<file path="src/rtl/core/gpshsc_pkg.sv">
package gpshsc_pkg;

  // multiplier operand widths
  localparam int MulAW = 64;
  localparam int MulBW = 33;

  // fixed-point constants
  localparam logic signed [32:0] LAT_SCALE   = 33'sd7860264;
  localparam logic signed [33:0] Q30_ONE     = 34'sd1073741824;
  localparam logic signed [33:0] Q30_PI      = 34'sd3373259426;
  localparam logic signed [33:0] Q30_HALF_PI = 34'sd1686629713;
  localparam logic signed [33:0] CORDIC_GAIN = 34'sd652032874;
  localparam logic signed [33:0] ERR_ROUND   = 34'sd65536;
  localparam logic signed [33:0] ERR_MAX     = 34'sd25736;
  localparam logic signed [38:0] INTEG_MAX   = 39'sd6710886;
  localparam logic [25:0]        TICK_DIV    = 26'd31250000;
  localparam logic signed [32:0] LIM_COEF    = 33'sd222948;
  localparam logic signed [33:0] LIM_SPAN    = 34'sd524288;
  localparam logic [35:0]        SPD_INTEG   = 36'd360000;
  localparam logic [35:0]        SPD_PROP    = 36'd250000;
  localparam logic [52:0]        NORM_HI     = 53'd1073741824;
  localparam logic [52:0]        NORM_LO     = 53'd536870912;
  localparam logic signed [35:0] RATE_MAX    = 36'sd2147483647;
  localparam logic signed [35:0] RATE_MIN    = -36'sd2147483648;
  localparam int                 DIV_STEPS   = 37;

  // configuration register indexes
  localparam logic [1:0] REG_CRUISE   = 2'd0;
  localparam logic [1:0] REG_HGAIN    = 2'd1;
  localparam logic [1:0] REG_IGAIN    = 2'd2;
  localparam logic [1:0] REG_REVERSE  = 2'd3;

  typedef enum logic [4:0] {
    ST_IDLE,
    ST_MUL,
    ST_WAIT,
    ST_COS,
    ST_NPREP,
    ST_NORM_R,
    ST_NORM_L,
    ST_VPREP,
    ST_VEC,
    ST_ERR,
    ST_INTEG,
    ST_DIV,
    ST_INT_UPD,
    ST_PROP,
    ST_RATE,
    ST_FIN
  } state_e;

  typedef enum logic [3:0] {
    OP_THETA,
    OP_DLON,
    OP_VN2,
    OP_VE2,
    OP_Y1,
    OP_Y2,
    OP_X1,
    OP_X2,
    OP_EG,
    OP_EGT,
    OP_PROP,
    OP_DLAT2,
    OP_DLON2,
    OP_LIM
  } op_e;

  typedef struct packed {
    logic                    start;
    logic signed [MulAW-1:0] a;
    logic signed [MulBW-1:0] b;
  } mul_req_t;

  typedef struct packed {
    logic                    done;
    logic signed [MulAW-1:0] p;
  } mul_rsp_t;

  // arctangent of 2^-i in Q30
  function automatic logic [29:0] atan_val(input logic [4:0] i);
    logic [29:0] v;
    case (i)
      5'd0:  v = 30'd843314857;
      5'd1:  v = 30'd497837829;
      5'd2:  v = 30'd263043837;
      5'd3:  v = 30'd133525159;
      5'd4:  v = 30'd67021687;
      5'd5:  v = 30'd33543516;
      5'd6:  v = 30'd16775851;
      5'd7:  v = 30'd8388437;
      5'd8:  v = 30'd4194283;
      5'd9:  v = 30'd2097149;
      5'd10: v = 30'd1048576;
      5'd11: v = 30'd524288;
      5'd12: v = 30'd262144;
      5'd13: v = 30'd131072;
      5'd14: v = 30'd65536;
      5'd15: v = 30'd32768;
      5'd16: v = 30'd16384;
      5'd17: v = 30'd8192;
      5'd18: v = 30'd4096;
      5'd19: v = 30'd2048;
      5'd20: v = 30'd1024;
      5'd21: v = 30'd512;
      5'd22: v = 30'd256;
      5'd23: v = 30'd128;
      default: v = '0;
    endcase
    return v;
  endfunction

endpackage

</file>
<file path="src/rtl/core/gpshsc_mul.sv">
// Digit-serial signed multiplier: one 4-bit digit of |b| per cycle, stop when
// the remaining digits are zero.
module gpshsc_mul (
  input  logic                 clk_i,
  input  logic                 rst_ni,
  input  gpshsc_pkg::mul_req_t req_i,
  output gpshsc_pkg::mul_rsp_t rsp_o
);

  logic                                busy_q;
  logic                                done_q;
  logic signed [gpshsc_pkg::MulAW-1:0] a_q;
  logic [gpshsc_pkg::MulBW-1:0]        b_q;
  logic                                neg_q;
  logic signed [gpshsc_pkg::MulAW-1:0] acc_q;
  logic signed [gpshsc_pkg::MulAW-1:0] p_q;
  logic signed [gpshsc_pkg::MulAW-1:0] part;
  logic [gpshsc_pkg::MulBW-1:0]        b_abs;

  assign part  = a_q * $signed({1'b0, b_q[3:0]});
  assign b_abs = req_i.b[gpshsc_pkg::MulBW-1] ? gpshsc_pkg::MulBW'(-req_i.b)
                                                : gpshsc_pkg::MulBW'(req_i.b);

  always_ff @(posedge clk_i or negedge rst_ni) begin
    if (!rst_ni) begin
      busy_q <= 1'b0;
      done_q <= 1'b0;
    end else begin
      done_q <= 1'b0;
      if (req_i.start) begin
        busy_q <= 1'b1;
      end else if (busy_q && (b_q == '0)) begin
        busy_q <= 1'b0;
        done_q <= 1'b1;
      end
    end
  end

  always_ff @(posedge clk_i) begin
    if (req_i.start) begin
      a_q   <= req_i.a;
      b_q   <= b_abs;
      neg_q <= req_i.b[gpshsc_pkg::MulBW-1];
      acc_q <= '0;
    end else if (busy_q) begin
      if (b_q != '0) begin
        acc_q <= acc_q + part;
        a_q   <= a_q <<< 4;
        b_q   <= b_q >> 4;
      end else begin
        p_q <= neg_q ? -acc_q : acc_q;
      end
    end
  end

  assign rsp_o.done = done_q;
  assign rsp_o.p    = p_q;

endmodule

</file>
<file path="config.mk">
export PLATFORM = sky130hd
export DESIGN_NAME = gpshsc_mul
export DESIGN_NICKNAME = d
export VERILOG_FILES = /design/src/rtl/core/gpshsc_pkg.sv /design/src/rtl/core/gpshsc_mul.sv
export SDC_FILE = /design/constraint.sdc
export NUM_CORES = 1
export LEC_CHECK = 0
export BUFFER_PORTS_ARGS = -buffer_cell sky130_fd_sc_hd__buf_2
export CAP_MARGIN = 20
export CORE_MARGIN = 10
export CORE_UTILIZATION = 67
export DETAILED_ROUTE_END_ITERATION = 8
export MAX_ROUTING_LAYER = met4
export PLACE_DENSITY_LB_ADDON = 0.3
export RECOVER_POWER = 50
export SLEW_MARGIN = 15
export SYNTH_ARGS = -nofsm -noshare
export SYNTH_HDL_FRONTEND = slang
export SYNTH_SLANG_ARGS = --single-unit
</file>
<file path="constraint.sdc">
create_clock -name clk_i -period 16.8 [get_ports clk_i]
set_input_delay 1.68 -clock clk_i [delete_from_list [all_inputs] [get_ports clk_i]]
set_output_delay 1.68 -clock clk_i [all_outputs]
set_load 0.005 [all_outputs]
</file>
==> out/qor.txt <==
result of the run -> complete, but fails checks
violations in the final reports -> capacitance limit, slew limit
fraction of met2 tracks used by global routing -> 0.465
GRT Util Overall -> 0.290
clock slew seen by the registers of the worst setup and hold paths -> 0.06 ns
FF-to-FF path depth -> 17
non-filler cells, final -> 2762
startpoint of the most critical hold path -> acc_q[19]
post-synthesis instance area -> 0.0209 sq mm
Min Hold Slack -> 0.461 ns
worst setup timing slack at the placement stage -> 10.46 ns
row cnt -> 64
average cell area after synthesis -> 9.32 sq um
share of the yosys chip area belonging to registers -> 0.297
Critical R2R Capture -> acc_q[56]
met3 usage -> 0.0477
overall overflow remaining after global route -> 0
TritonCTS clock tree -> built
min Tclk post-route -> 8.68 ns
number of setup buffers added after CTS -> 0
cell count after placement -> 2713
setup repair after global routing missed its margin -> no
met1 layer usage reported by global route -> 0.377
die outline width -> 196 um
Max transition margin -> -2.02
total I/O pin count -> 165
clock insertion delay at the later pin of the skew report -> 0.55 ns
Root Buffer Master -> clkbuf_16
antenna diode count -> 0
number of vias after detailed routing -> 16500
most instantiated library cell after synthesis -> inv_1
FF+latch area -> 0.00620 sq mm
largest net degree at the start of global routing -> 106
Vias/cell -> 5.99
area of the multi-input gates -> 0.0130 sq mm
worst hold path stage count -> 2
arrival time worst endpoint -> 8.40 ns
synth cell count leaders -> inv_1, nand2_1, fa_1, edfxtp_1, and2_1
hold violation total from the final report -> 0
maximum level of the CTS H-tree -> 1
distinct cell type count of the synthesized netlist -> 69
max frequency -> 0.115 GHz
post-route ant nets -> 0
ratio of cells with drive above 1 in the final layout -> 0.0989
vias in the first global route -> 17200
antenna violations before repair -> 0
DRT iter0 DRCs -> 1309
Total Wirelength -> 54900 um
final count of pins violating max slew -> 332
yosys warns -> 0
number of max-capacitance violations reported -> 5
count of input and output buffers -> 164
floorplan die area -> 0.0386 sq mm
routed wirelength normalized by instance count -> 19.9 um
net total in the final layout -> 2756
number of nets in the synthesized netlist -> 2648
Post-CTS Resized -> 0
proportion of netlist area held by the largest area contributor -> 0.233
worst setup margin -> 8.12 ns
count of flip-flops with a built-in enable after synthesis -> 162
maximum clock insertion buffer count -> 3
post-synthesis cell count -> 2238
number of buffers added by the clock tree synthesis step -> 27
crit path kind -> input port to register
Hold Buf Count CTS -> 0
Slew @ Worst Pin -> 4.54 ns
initial standard-cell utilization of the core -> 0.680
Die Y-Extent -> 196 um
worst reg2reg path startpoint -> b_q[3]
number of filler instances in the final layout -> 2286
fraction of the cycle the final worst path needs -> 0.517
post-route clock skew -> 0.0120 ns
top post-synthesis cells by area -> edfxtp_1, fa_1, ha_1
path class of the lowest-slack min-delay path -> register to register
Core Area -> 0.0307 sq mm
worst hold path endpoint -> acc_q[19]
number of sinks on the clock net -> 228
global route hottest layer -> met2
fraction of synthesis flops using an asynchronous set or reset pin -> 0.00877
placed wire-length estimate -> 40800 um
startpoint type of the worst setup path -> input port
setup tns final -> 0 ns
endpoint class of the critical path -> register
#FFs+latches synth -> 228
Synth area leader -> edfxtp_1
number of endpoints failing setup at the final stage -> 0
drt drc -> 0
global-route wire length before repair -> 89500 um
largest fanout on the critical path -> 105
worst reg2reg setup slack -> 9.78 ns
Area Overhead vs Synth -> 8.87%
final estimated routing congestion in global placement -> 0.960
number of optimization iterations in the first detailed-route pass -> 5
data required time at the worst endpoint -> 16.51 ns
prevailing post-synth register cell -> edfxtp_1
cell usage in the layout, fill, tap and decap left out, types with 8 or more instances in the layout:
master       n
inv_1      339
nand2_1    282
fa_1       182
edfxtp_1   162
and2_1     149
a21oi_1    139
ha_1       128
xnor2_1    107
buf_2      102
nor2_1      80
clkbuf_1    71
dfxtp_1     64
o21ai_0     60
mux2_2      57
a21o_1      47
xor2_1      43
o31ai_1     30
clkbuf_16   27
nor3_1      22
nand4_1     20
nand3_1     19
or4_1       17
a31oi_1     15
nor4_1      14
o41ai_1     14
a211oi_1    14
or3_1       13
o21bai_1    13
buf_4        8
per-stage QoR:
step / utilization / instance area, sq um
5_1_grt: 0.741 / 22700
3_3_place_gp: 0.715 / 21900
2_1_floorplan: - / 20900
4_1_cts: 0.744 / 22800
6_report: 0.741 / 22700
3_5_place_dp: 0.715 / 21900
final cells by class:
class,count,share of cell area
clock buffers,33,0.0316
inverters,340,0.0563
clock inverters,16,0.00799
flip-flops and latches,228,0.273
repair buffers,177,0.0362
multi-input cells,1572,0.573
well taps,396,0.0218
registers in the layout, indices dropped and copies added, names as in the netlist:
signal / count
neg_q: 1
p_q: 64
b_q: 33
busy_q: 1
a_q: 64
acc_q: 64
done_q: 1
metal layers:
metal  vias up  share of wire
met5         -              0
met4         0          0.025
met3       112          0.076
met2       671           0.48
met1      8081           0.42
li1       7673              -
worst max path at each step:
stage,start,to,cells after the start
after floorplan,b_q[1],acc_q[56],20
after global placement,b_q[3],acc_q[54],19
after detailed placement,b_q[3],acc_q[56],17
after CTS,b_q[3],acc_q[56],17
after global routing,req_i[97],p_q[19],4
final,req_i[97],p_q[31],4
cells by family after synthesis:
group                    count (synthesis)  share of synthesized area
adder cells (fa/ha/maj)                310                      0.251
flip-flops                             228                      0.297
buffers and inverters                  438                     0.0790
XOR/XNOR                               150                     0.0630
AO/OA/AOI/OAI                          381                      0.115
multiplexers                            62                     0.0334
AND/OR/NAND/NOR                        669                      0.161
worst max-delay path, stage by stage:
cell and delay (ns):
clkbuf_1 1.52, clkbuf_1 3.26, and3b_2 0.42, clkbuf_1 1.39
Power is not shown: default switching activity piles up to over one toggle a cycle in this logic, so the estimate is an artifact.
